**config.mk**
```make
export PLATFORM = sky130hd
export DESIGN_NAME = positional_insert_delete_array_unit
export DESIGN_NICKNAME = d
export VERILOG_FILES = /design/src/rtl/piad_pkg.sv /design/src/rtl/piad_ram.sv /design/src/rtl/piad_out_fifo.sv /design/src/rtl/positional_insert_delete_array_unit.sv
export SDC_FILE = /design/constraint.sdc
export NUM_CORES = 1
export LEC_CHECK = 0
export ABC_AREA = 1
export ABC_CLOCK_PERIOD_IN_PS = 5700
export CELL_PAD_IN_SITES_DETAIL_PLACEMENT = 1
export CELL_PAD_IN_SITES_GLOBAL_PLACEMENT = 2
export CORE_MARGIN = 4
export CORE_UTILIZATION = 43
export DETAILED_ROUTE_END_ITERATION = 6
export DONT_BUFFER_PORTS = 1
export GPL_ROUTABILITY_DRIVEN = 1
export PLACE_DENSITY_LB_ADDON = 0.1
export SKIP_CTS_REPAIR_TIMING = 1
export SLEW_MARGIN = 30
export SYNTH_ARGS = -nofsm -noshare
export SYNTH_HDL_FRONTEND = slang
export SYNTH_SLANG_ARGS = --single-unit
```
**constraint.sdc**
```tcl
create_clock -name clk -period 5.7 [get_ports clk]
set_input_delay 0.57 -clock clk [delete_from_list [all_inputs] [get_ports clk]]
set_output_delay 0.57 -clock clk [all_outputs]
set_load 0.02 [all_outputs]
```
**src/rtl/piad_pkg.sv**
```systemverilog
// Shared types and codes for the positional insert/delete word list.
package piad_pkg;

    localparam logic [1:0] CMD_CLEAR   = 2'd0;
    localparam logic [1:0] CMD_INSERT  = 2'd1;
    localparam logic [1:0] CMD_DELETE  = 2'd2;
    localparam logic [1:0] CMD_DISPLAY = 2'd3;

    localparam logic [1:0] ST_OK     = 2'd0;
    localparam logic [1:0] ST_BADPOS = 2'd1;
    localparam logic [1:0] ST_FULL   = 2'd2;
    localparam logic [1:0] ST_EMPTY  = 2'd3;

    typedef struct packed {
        logic [1:0]         cmd;
        logic [4:0]         position;
        logic signed [31:0] value;
    } req_t;

    typedef struct packed {
        logic [1:0]         status;
        logic signed [31:0] data;
        logic [4:0]         index;
        logic [4:0]         entries;
        logic               last;
    } rsp_t;

endpackage

```
**src/rtl/piad_ram.sv**
```systemverilog
// Word store: one write port and one read port with registered read data.
module piad_ram #(
    parameter int DEPTH = 16
) (
    input  logic                     clk,
    input  logic                     we,
    input  logic [$clog2(DEPTH)-1:0] waddr,
    input  logic [31:0]              wdata,
    input  logic                     re,
    input  logic [$clog2(DEPTH)-1:0] raddr,
    output logic [31:0]              rdata
);
    logic [31:0] mem [DEPTH];

    always_ff @(posedge clk)
    begin
        if (we)
        begin
            mem[waddr] <= wdata;
        end
    end

    // The read data holds until the next read is issued.
    always_ff @(posedge clk)
    begin
        if (re)
        begin
            rdata <= mem[raddr];
        end
    end

endmodule

```
**src/rtl/piad_out_fifo.sv**
```systemverilog
// Two-entry result buffer between the sequencer and the result channel.
module piad_out_fifo (
    input  logic          clk,
    input  logic          rst_n,
    input  logic          push,
    input  piad_pkg::rsp_t push_item,
    output logic          full,
    output logic          rsp_valid,
    input  logic          rsp_stall,
    output piad_pkg::rsp_t rsp
);
    import piad_pkg::*;

    rsp_t       buf_reg [2];
    logic       wr_ptr_reg, wr_ptr_next;
    logic       rd_ptr_reg, rd_ptr_next;
    logic [1:0] count_reg, count_next;
    logic       pop;

    assign full      = (count_reg == 2'd2);
    assign rsp_valid = (count_reg != 2'd0);
    assign rsp       = buf_reg[rd_ptr_reg];
    assign pop       = rsp_valid && !rsp_stall;

    always_comb
    begin
        wr_ptr_next = wr_ptr_reg;
        rd_ptr_next = rd_ptr_reg;
        count_next  = count_reg;
        if (push)
        begin
            wr_ptr_next = ~wr_ptr_reg;
        end
        if (pop)
        begin
            rd_ptr_next = ~rd_ptr_reg;
        end
        if (push && !pop)
        begin
            count_next = count_reg + 2'd1;
        end
        else if (pop && !push)
        begin
            count_next = count_reg - 2'd1;
        end
    end

    always_ff @(posedge clk or negedge rst_n)
    begin
        if (!rst_n)
        begin
            wr_ptr_reg <= 1'b0;
            rd_ptr_reg <= 1'b0;
            count_reg  <= 2'd0;
        end
        else
        begin
            wr_ptr_reg <= wr_ptr_next;
            rd_ptr_reg <= rd_ptr_next;
            count_reg  <= count_next;
        end
    end

    always_ff @(posedge clk)
    begin
        if (push)
        begin
            buf_reg[wr_ptr_reg] <= push_item;
        end
    end

endmodule

```
**src/rtl/positional_insert_delete_array_unit.sv**
```systemverilog
// Top level: command sequencer over the word store and the result buffer.
//
//   channel  direction  handshake             payload
//   req      in         req_valid/req_stall   piad_pkg::req_t (cmd, position, value)
//   rsp      out        rsp_valid/rsp_stall   piad_pkg::rsp_t (status..last)
//
// Clear, rejected commands and an append are handled directly from the idle state.
// An insert that moves entries shifts the words above the position up, and a delete
// shifts them down, one entry per cycle through the store's read and write ports.
// Display sends one item per cycle for each stored word while the result buffer has room.
// Reset clears the count; the store itself is not cleared. A stalled result channel holds
// the sequencer once the two-entry result buffer is full; requests are taken only while
// the sequencer is idle.
module positional_insert_delete_array_unit #(
    parameter int CAPACITY = 16
) (
    input  logic           clk,
    input  logic           rst_n,
    input  logic           req_valid,
    output logic           req_stall,
    input  piad_pkg::req_t req,
    output logic           rsp_valid,
    input  logic           rsp_stall,
    output piad_pkg::rsp_t rsp
);
    import piad_pkg::*;

    localparam int AW = $clog2(CAPACITY);
    localparam int CW = $clog2(CAPACITY + 1);
    localparam int XW = (CW > 5) ? CW : 5;

    typedef enum logic [4:0] {
        S_IDLE = 5'b00001,
        S_UP   = 5'b00010,
        S_FIN  = 5'b00100,
        S_DN   = 5'b01000,
        S_DISP = 5'b10000
    } state_t;

    state_t       state_reg, state_next;
    logic [CW-1:0] used_reg, used_next;
    logic [AW-1:0] ptr_reg, ptr_next;
    logic [AW-1:0] pos_reg, pos_next;
    logic [AW-1:0] wa_reg, wa_next;
    logic          rd_more_reg, rd_more_next;
    logic          pend_reg, pend_next;
    logic          cap_reg, cap_next;
    logic [31:0]   val_reg, val_next;
    logic [31:0]   gone_reg, gone_next;

    logic          ram_we, ram_re;
    logic [AW-1:0] ram_waddr, ram_raddr;
    logic [31:0]   ram_wdata, ram_rdata;
    logic          push, fifo_full, accept;
    rsp_t          push_item;
    logic [XW-1:0] pos_x, used_x;
    logic [AW-1:0] top_idx;

    assign req_stall = !((state_reg == S_IDLE) && !fifo_full);
    assign accept    = req_valid && !req_stall;
    assign pos_x     = XW'(req.position);
    assign used_x    = XW'(used_reg);
    assign top_idx   = AW'(used_reg - 1'b1);

    always_comb
    begin
        state_next   = state_reg;
        used_next    = used_reg;
        ptr_next     = ptr_reg;
        pos_next     = pos_reg;
        wa_next      = wa_reg;
        rd_more_next = rd_more_reg;
        pend_next    = 1'b0;
        cap_next     = cap_reg;
        val_next     = val_reg;
        gone_next    = gone_reg;
        ram_we       = 1'b0;
        ram_waddr    = wa_reg;
        ram_wdata    = ram_rdata;
        ram_re       = 1'b0;
        ram_raddr    = ptr_reg;
        push         = 1'b0;
        push_item    = '0;
        push_item.entries = 5'(used_reg);
        push_item.last    = 1'b1;

        case (state_reg)
            S_IDLE:
            begin
                if (accept)
                begin
                    case (req.cmd)
                        CMD_CLEAR:
                        begin
                            used_next         = '0;
                            push              = 1'b1;
                            push_item.status  = ST_OK;
                            push_item.entries = 5'd0;
                        end
                        CMD_INSERT:
                        begin
                            push = 1'b1;
                            if (used_reg >= CW'(CAPACITY))
                            begin
                                push_item.status = ST_FULL;
                            end
                            else if (pos_x > used_x)
                            begin
                                push_item.status = ST_BADPOS;
                            end
                            else if (pos_x == used_x)
                            begin
                                // Append: nothing above to move.
                                ram_we            = 1'b1;
                                ram_waddr         = AW'(req.position);
                                ram_wdata         = req.value;
                                used_next         = used_reg + 1'b1;
                                push_item.status  = ST_OK;
                                push_item.data    = req.value;
                                push_item.index   = req.position;
                                push_item.entries = 5'(used_next);
                            end
                            else
                            begin
                                push         = 1'b0;
                                pos_next     = AW'(req.position);
                                val_next     = req.value;
                                ptr_next     = top_idx;
                                rd_more_next = 1'b1;
                                state_next   = S_UP;
                            end
                        end
                        CMD_DELETE:
                        begin
                            push = 1'b1;
                            if (used_reg == '0)
                            begin
                                push_item.status = ST_EMPTY;
                            end
                            else if (pos_x >= used_x)
                            begin
                                push_item.status = ST_BADPOS;
                            end
                            else
                            begin
                                push         = 1'b0;
                                pos_next     = AW'(req.position);
                                ptr_next     = AW'(req.position);
                                rd_more_next = 1'b1;
                                state_next   = S_DN;
                            end
                        end
                        default:
                        begin
                            if (used_reg == '0)
                            begin
                                push             = 1'b1;
                                push_item.status = ST_EMPTY;
                            end
                            else
                            begin
                                ram_re     = 1'b1;
                                ram_raddr  = '0;
                                ptr_next   = '0;
                                state_next = S_DISP;
                            end
                        end
                    endcase
                end
            end
            S_UP:
            begin
                // Read entry k while the entry read last cycle lands at k + 2.
                if (pend_reg)
                begin
                    ram_we = 1'b1;
                end
                if (rd_more_reg)
                begin
                    ram_re    = 1'b1;
                    pend_next = 1'b1;
                    wa_next   = ptr_reg + 1'b1;
                    if (ptr_reg == pos_reg)
                    begin
                        rd_more_next = 1'b0;
                    end
                    else
                    begin
                        ptr_next = ptr_reg - 1'b1;
                    end
                end
                else if (pend_reg)
                begin
                    state_next = S_FIN;
                end
            end
            S_FIN:
            begin
                ram_we            = 1'b1;
                ram_waddr         = pos_reg;
                ram_wdata         = val_reg;
                used_next         = used_reg + 1'b1;
                push              = 1'b1;
                push_item.status  = ST_OK;
                push_item.data    = val_reg;
                push_item.index   = 5'(pos_reg);
                push_item.entries = 5'(used_next);
                state_next        = S_IDLE;
            end
            S_DN:
            begin
                // The first word read is the removed one; later reads move down.
                if (pend_reg)
                begin
                    if (cap_reg)
                    begin
                        gone_next = ram_rdata;
                    end
                    else
                    begin
                        ram_we = 1'b1;
                    end
                end
                if (rd_more_reg)
                begin
                    ram_re    = 1'b1;
                    pend_next = 1'b1;
                    cap_next  = (ptr_reg == pos_reg);
                    wa_next   = ptr_reg - 1'b1;
                    if (ptr_reg == top_idx)
                    begin
                        rd_more_next = 1'b0;
                    end
                    else
                    begin
                        ptr_next = ptr_reg + 1'b1;
                    end
                end
                else if (pend_reg)
                begin
                    used_next         = used_reg - 1'b1;
                    push              = 1'b1;
                    push_item.status  = ST_OK;
                    push_item.data    = cap_reg ? ram_rdata : gone_reg;
                    push_item.index   = 5'(pos_reg);
                    push_item.entries = 5'(used_next);
                    state_next        = S_IDLE;
                end
            end
            S_DISP:
            begin
                if (!fifo_full)
                begin
                    push             = 1'b1;
                    push_item.status = ST_OK;
                    push_item.data   = ram_rdata;
                    push_item.index  = 5'(ptr_reg);
                    push_item.last   = (ptr_reg == top_idx);
                    if (ptr_reg == top_idx)
                    begin
                        state_next = S_IDLE;
                    end
                    else
                    begin
                        ram_re    = 1'b1;
                        ram_raddr = ptr_reg + 1'b1;
                        ptr_next  = ptr_reg + 1'b1;
                    end
                end
            end
            default:
            begin
                state_next = S_IDLE;
            end
        endcase
    end

    always_ff @(posedge clk or negedge rst_n)
    begin
        if (!rst_n)
        begin
            state_reg   <= S_IDLE;
            used_reg    <= '0;
            rd_more_reg <= 1'b0;
            pend_reg    <= 1'b0;
        end
        else
        begin
            state_reg   <= state_next;
            used_reg    <= used_next;
            rd_more_reg <= rd_more_next;
            pend_reg    <= pend_next;
        end
    end

    always_ff @(posedge clk)
    begin
        ptr_reg  <= ptr_next;
        pos_reg  <= pos_next;
        wa_reg   <= wa_next;
        cap_reg  <= cap_next;
        val_reg  <= val_next;
        gone_reg <= gone_next;
    end

    piad_ram #(
        .DEPTH(CAPACITY)
    ) u_ram (
        .clk  (clk),
        .we   (ram_we),
        .waddr(ram_waddr),
        .wdata(ram_wdata),
        .re   (ram_re),
        .raddr(ram_raddr),
        .rdata(ram_rdata)
    );

    piad_out_fifo u_out (
        .clk      (clk),
        .rst_n    (rst_n),
        .push     (push),
        .push_item(push_item),
        .full     (fifo_full),
        .rsp_valid(rsp_valid),
        .rsp_stall(rsp_stall),
        .rsp      (rsp)
    );

endmodule

```
# Yosys cells after proc, flatten, opt, wreduce, memory -nomap -nowiden
# Memory sizes are Yosys's and may differ from the RTL's. A register that Yosys moved wholly into a read port is not among the register bits.
# Cells that the tools add are included.
word_totals:
  regBits: 93
  ramBits: 602
  word_cells: 218
  inputBits: 43
  memories: 2
  output_inout_bits: 47
classes:
  n_reduce_logical: 30
  add_sub_neg: 6
  muxes: 123
  n_eq_ne: 36
  bitwise: 5
  magnitude_cmp: 3
memory_table:
  columns: ["memory", "depth", "width", "read_ports", "rd_ports_with_merged_regs", "write_ports", "line", "rtl"]
  rows:
  - ["u_ram.mem", 16, 32, 1, 1, 1, "piad_ram.sv:13", "logic [31:0] mem [DEPTH];"]
  - ["u_out.buf_reg", 2, 45, 1, 0, 1, "piad_out_fifo.sv:14", "rsp_t buf_reg [2];"]
op_table:
  columns: ["operator", "n"]
  rows:
  - ["two-way mux 42 bit", 5]
  - ["two-way mux 32 bit", 6]
  - ["one-hot mux 39 bit (4 select lines)", 1]
  - ["two-way mux 4 bit", 24]
  - ["two-way mux 5 bit", 19]
  - ["two-way mux 37 bit", 2]
  - ["one-hot mux 32 bit (2 select lines)", 1]
  - ["one-hot mux 5 bit (3 select lines)", 3]
  - ["two-way mux 44 bit", 1]
  - ["two-way mux 1 bit", 40]
  - ["inequality test 2 bit (second input constant)", 16]
  - ["one-hot mux 4 bit (2 select lines)", 4]
  - ["AND reduction 8 bit", 3]
  - ["one-hot mux 5 bit (2 select lines)", 2]
  - ["one-hot mux 5 bit (4 select lines)", 1]
  - ["inequality test 3 bit (second input constant)", 6]
  - ["one-hot mux 4 bit (4 select lines)", 1]
  - ["AND reduction 14 bit", 1]
  - ["one-hot mux 4 bit (3 select lines)", 1]
  - ["AND reduction 11 bit", 1]
  - ["two-way mux 2 bit", 5]
  - ["one-hot mux 1 bit (3 select lines)", 3]
  - ["equality test 4 bit", 2]
  - ["one-hot mux 1 bit (4 select lines)", 2]
  - ["other kinds (34)", 53]

# Longest topological paths before layout
depth:
  ltp_word: 11
  ltp_mapped: 19
  mapped_depth_nobuf: 17

# Modules after synthesis
# A second synthesis with hierarchy kept.
unflattened:
  cells_unflattened: 3118
  hier_area_um2: 32479.9
modules_own_cells:
  columns: ["module", "area_each_um2", "instances", "cells_per_inst", "seq_area_each_um2"]
  rows:
  - ["piad_ram", 23050.9, 1, 2120, 16335.7]
  - ["positional_insert_delete_array_unit", 5885.6, 1, 735, 2613.8]
  - ["piad_out_fifo", 3543.4, 1, 263, 2802.7]

# Least setup slack after synthesis
# Ideal clock, no wire load.
synth_path:
  kind: "flip-flop to flip-flop"
  start: "register state_reg[1]"
  end: "memory u_ram.mem[10][0], enable pin"
  setup_ps: 421
  period_less_slack_ps: 4675
  arrival_time_ps: 4254
  t_required_ps: 5279
  stages_incl_launch_ff: 13
  path_buffers: 1
  setup_slack_ps: 1025
  path_cell_list: "dfrtp_1 nor2_1 nand2_1 nor2_1 inv_1 clkbuf_1 nor2_1 nand2_1 o21ai_0 nor3_1 nor2_1 nand2_1 nor2_1"
synth_between:
  elab_chain_cells: 7
  word_cells_on_any_way: 12
  cone_classes: "eq/ne: 4; mux: 6; reduce/logical: 2"
synth_lines:
  columns: ["item", "line", "rtl"]
  rows:
  - ["start, declared", "positional_insert_delete_array_unit.sv:40", "state_t state_reg, state_next;"]
  - ["start signal, assigned", "positional_insert_delete_array_unit.sv:289", "state_reg <= state_next;"]
  - ["equality test 5 x 1 -> 1 bit", "positional_insert_delete_array_unit.sv:59, positional_insert_delete_array_unit.sv:87", null]
  - ["logical AND 1 bit", "positional_insert_delete_array_unit.sv:59", "assign req_stall = !((state_reg == S_IDLE) && !fifo_full);"]
  - ["logical AND 1 bit", "positional_insert_delete_array_unit.sv:60", "assign accept = req_valid && !req_stall;"]
  - ["two-way mux 1 bit", "positional_insert_delete_array_unit.sv:90", "if (accept)"]
  - ["one-hot mux 1 bit (4 select lines)", "positional_insert_delete_array_unit.sv:87", "case (state_reg)"]
  - ["two-way mux 1 bit", "piad_ram.sv:17", "if (we)"]
  - ["two-way mux 1 bit (not written as such)", "piad_ram.sv:19", "mem[waddr] <= wdata;"]
  - ["end, declared", "piad_ram.sv:13", null]
# Several ways; a longest one is shown, not always the timed one.

# Final worst setup path
layout_path:
  start: "register used_reg[0]"
  end: "register u_ram.rdata[5] (read register of u_ram.mem) (data pin)"
layout_between:
  elab_chain_cells: 5
  word_cells_on_any_way: 15
  cone_classes: "add/sub: 1; eq/ne: 1; mux: 12; reduce/logical: 1"
layout_lines:
  columns: ["item", "line", "rtl"]
  rows:
  - ["start, declared", "positional_insert_delete_array_unit.sv:41", "logic [CW-1:0] used_reg, used_next;"]
  - ["start signal, assigned", "positional_insert_delete_array_unit.sv:290", "used_reg <= used_next;"]
  - ["subtractor 5 x 1 -> 5 bit or zero test 5 bit (tied branches)", null, null]
  - ["equality test 4 bit, or another cell as far along", "positional_insert_delete_array_unit.sv:259", "if (ptr_reg == top_idx)"]
  - ["two-way mux 1 bit, or another cell as far along", "positional_insert_delete_array_unit.sv:259", null]
  - ["two-way mux 1 bit, or another cell as far along", "positional_insert_delete_array_unit.sv:252", "if (!fifo_full)"]
  - ["one-hot mux 1 bit (3 select lines) or one-hot mux 4 bit (2 select lines) (tied branches)", "positional_insert_delete_array_unit.sv:87", null]
  - ["end, declared", "piad_ram.sv:11", "output logic [31:0] rdata"]
# Several ways; a longest one is shown, not always the timed one.
# A chain may end at the register's enable or synchronous reset.

==> impl_metrics.json <==
{
  "drtIter0Drc": 1865,
  "clkTransAtPathRegs_ns": 0.06,
  "start_util": 0.4359,
  "route.met3.wl_mm": 6.515,
  "dr.pass1.iters": 5,
  "p_switching_mw": 9.040,
  "core_area_um2": 76200,
  "slew_violations": 0,
  "p_comb_frac": 0.412,
  "power_frac_seq": 0.348,
  "power_switching_share": 0.4251,
  "peakVddDrop_uv": 532.7,
  "crit_type": "reg2reg",
  "path_max_fanout": 130,
  "largest_reg_flops": 512,
  "ys_ff_latch": 727,
  "wl_met1_mm": 46.18,
  "die_w_um": 285.9,
  "synth.most_common_cell": "edfxtp_1",
  "grt_pass1_wl_mm": 153.0,
  "post_drt_wl_per_cell_um": 23.85,
  "drive_gt1_frac": 0.06851,
  "cp_common_cell": "nand3_1",
  "end_kind": "flop",
  "slowest_delay_ns": 0.60,
  "num_vias": 23470,
  "cp.arrival_ns": 4.48,
  "gp_congestion": 0.8602,
  "synth_nets": 3248,
  "status": "complete, no violations",
  "cap_violations": 0,
  "placementRows": 101,
  "synth.top_cells.by_count": "edfxtp_1, nand2_1, inv_1, nand3_1, nand4_1",
  "grt-ovfl-total": 0,
  "cts_buffers": 83,
  "hpwl_mm": 58.36,
  "wl_mm": 101.2,
  "setup_viol": 0,
  "yosys-top-cells-area": "edfxtp_1, nand2_1, nand3_1",
  "powerDensity_nw_per_um2": 573.8,
  "critPathLaunchType": "flop",
  "cp_slowest_cell": "nand3_4",
  "io_pins": 90,
  "r2r_setup_slack_ns": 1.61,
  "die_h_um": 285.9,
  "synth_edf_count": 711,
  "hold_ws_ns": 0.03495,
  "hold_viol": 0,
  "avgViaCountPerCell": 5.533,
  "period_share": 0.7182,
  "period_needed_ns": 4.094,
  "crit_required_ns": 6.08,
  "internal-power_mw": 12.23,
  "min_path_cells": 0,
  "synth_top_area_frac": 0.6428,
  "grt_use_total": 0.2448,
  "die_area_um2": 81760,
  "remaining_drc_errors": 0,
  "top_layer": "met4",
  "htree_levels": 3,
  "whs_endpoint": "pos_reg[0]",
  "ant_nets": 0,
  "clk_path_buf_depth": 3,
  "cts_tree": "yes",
  "setup_tns_ns": 0,
  "async_flop_share": 0.02201,
  "area_growth_pct": 11.57,
  "r2r_end": "u_ram.rdata[5]",
  "ys_seq_area_frac": 0.6549,
  "route.met2.wl_mm": 46.28,
  "clk_latency_ns": 0.64,
  "synth_cell_types": 40,
  "nets": 3205,
  "grt_pass1_vias": 24310,
  "yosysWarningCount": 0,
  "fmax_ghz": 0.2443,
  "leakage_nw": 15.32,
  "min_path_type": "in2reg",
  "ff2ff_path_depth": 16,
  "io_buffers": 0,
  "cts-root-buf": "clkbuf_16",
  "synthFlopType": "edfxtp_1",
  "r2r_start": "used_reg[0]",
  "relSlewSlack": 0.3398,
  "tightest_slew_ns": 0.9903,
  "rsz0062_at_grt": "no",
  "fill_cells": 8199,
  "clock_power_share": 0.240,
  "synth.avg_cell_area_um2": 10.42,
  "yosys.area.top_type": "edfxtp_1",
  "syn_inst": 3188,
  "clock-sinks": 727,
  "crit_chain": "inv_2 -> ha_1 -> inv_1 -> nor2_1 -> a21oi_1 -> nand3_1 -> nand2_1 -> nand2_2 -> nand2_8 -> nand3_4 -> buf_12 -> nand2_1 -> nand3_1 -> nand3_1 -> nand3_1 -> nand2_1",
  "skew_ns": 0.02261,
  "syn_area_um2": 33220,
  "grt_antenna_before_repair": 3,
  "min-delay-start": "req[32]",
  "grt_max_degree": 209
}
-- worst max path at each step --
stage	start	to	cells after the start
detailed placement	used_reg[0]	u_ram.rdata[5]	16
CTS	used_reg[0]	u_ram.rdata[3]	16
global placement	state_reg[0]	u_ram.rdata[17]	11
finish	used_reg[0]	u_ram.rdata[5]	16
global route	used_reg[0]	u_ram.rdata[5]	16
floorplan	state_reg[1]	u_ram.mem[10][0]	12
-- metrics by stage --
stage	std cells	total power [mW]	cell area, um^2	utilization	setup WS, ns
floorplan	3188	13.42	33220	-	1.025
global placement	4071	16.00	34240	0.4494	1.659
detailed placement	4073	16.23	34270	0.4497	1.690
CTS	4224	21.38	36850	0.4835	1.679
global route	4241	22.58	37060	0.4863	1.304
finish	4242	21.27	37060	0.4863	1.606
-- cells in the final DEF, fill, tap and decap left out, types with 12 or more instances in the layout --
cell           instances
edfxtp_1             711
nand2_1              692
inv_1                575
nand3_1              475
nand4_1              259
clkbuf_16             85
a22oi_1               58
buf_4                 36
o21ai_0               34
nor2_1                31
clkinv_1              23
clkinv_2              22
nor2_4                20
ha_1                  17
xor2_1                16
a21oi_1               15
dlygate4sd3_1         15
dfrtp_1               15
clkbuf_1              14
buf_12                12
-- power by group through the flow --
stage,logic (mW),clock network [mW],registers [mW]
6_report,8.75,5.10,7.41
5_1_grt,9.70,5.45,7.44
4_1_cts,8.76,5.22,7.40
3_5_place_dp,8.72,0,7.50
3_3_place_gp,8.51,0,7.49
2_1_floorplan,6.17,0,7.25
-- per-layer routing --
metal  vias to the layer above  global-route usage
li1                      10790                   -
met4                         0             0.05675
met2                       635              0.3907
met3                       144             0.04462
met1                     11910              0.3511
met5                         -                   0
-- kinds of logic after synthesis --
kind of cell / Yosys count / share of synthesized area
AOI/OAI and AO/OA: 140 / 0.02795
xor gates and xnor gates: 18 / 0.004746
adders and majority gates: 17 / 0.006403
buffers and inverters: 785 / 0.09669
DFF: 727 / 0.6549
and+or+nand+nor: 1501 / 0.2094
-- area by class of cell --
| type | instances | area [um^2] | area share |
|---|---|---|---|
| diodes | 1 | 2.502 | 0.00006752 |
| flip-flops and latches | 727 | 21750 | 0.5870 |
| well taps | 1030 | 1289 | 0.03478 |
| repair buffers | 70 | 759.5 | 0.02049 |
| clock inverters | 52 | 396.6 | 0.01070 |
| clock buffers | 99 | 2180 | 0.05881 |
| inverters | 587 | 2212 | 0.05969 |
| multi-input cells | 1676 | 8468 | 0.2285 |
-- critical path, delay by kind of cell (launching register included) --
family	cells	cell delay [ns]
AND/OR/NAND/NOR	11	2.10
buffers and inverters	3	0.69
flip-flops	1	0.49
adder cells (fa/ha/maj)	1	0.15
AO/OA/AOI/OAI	1	0.13
No activity file was read; power rests on OpenSTA's default activity.
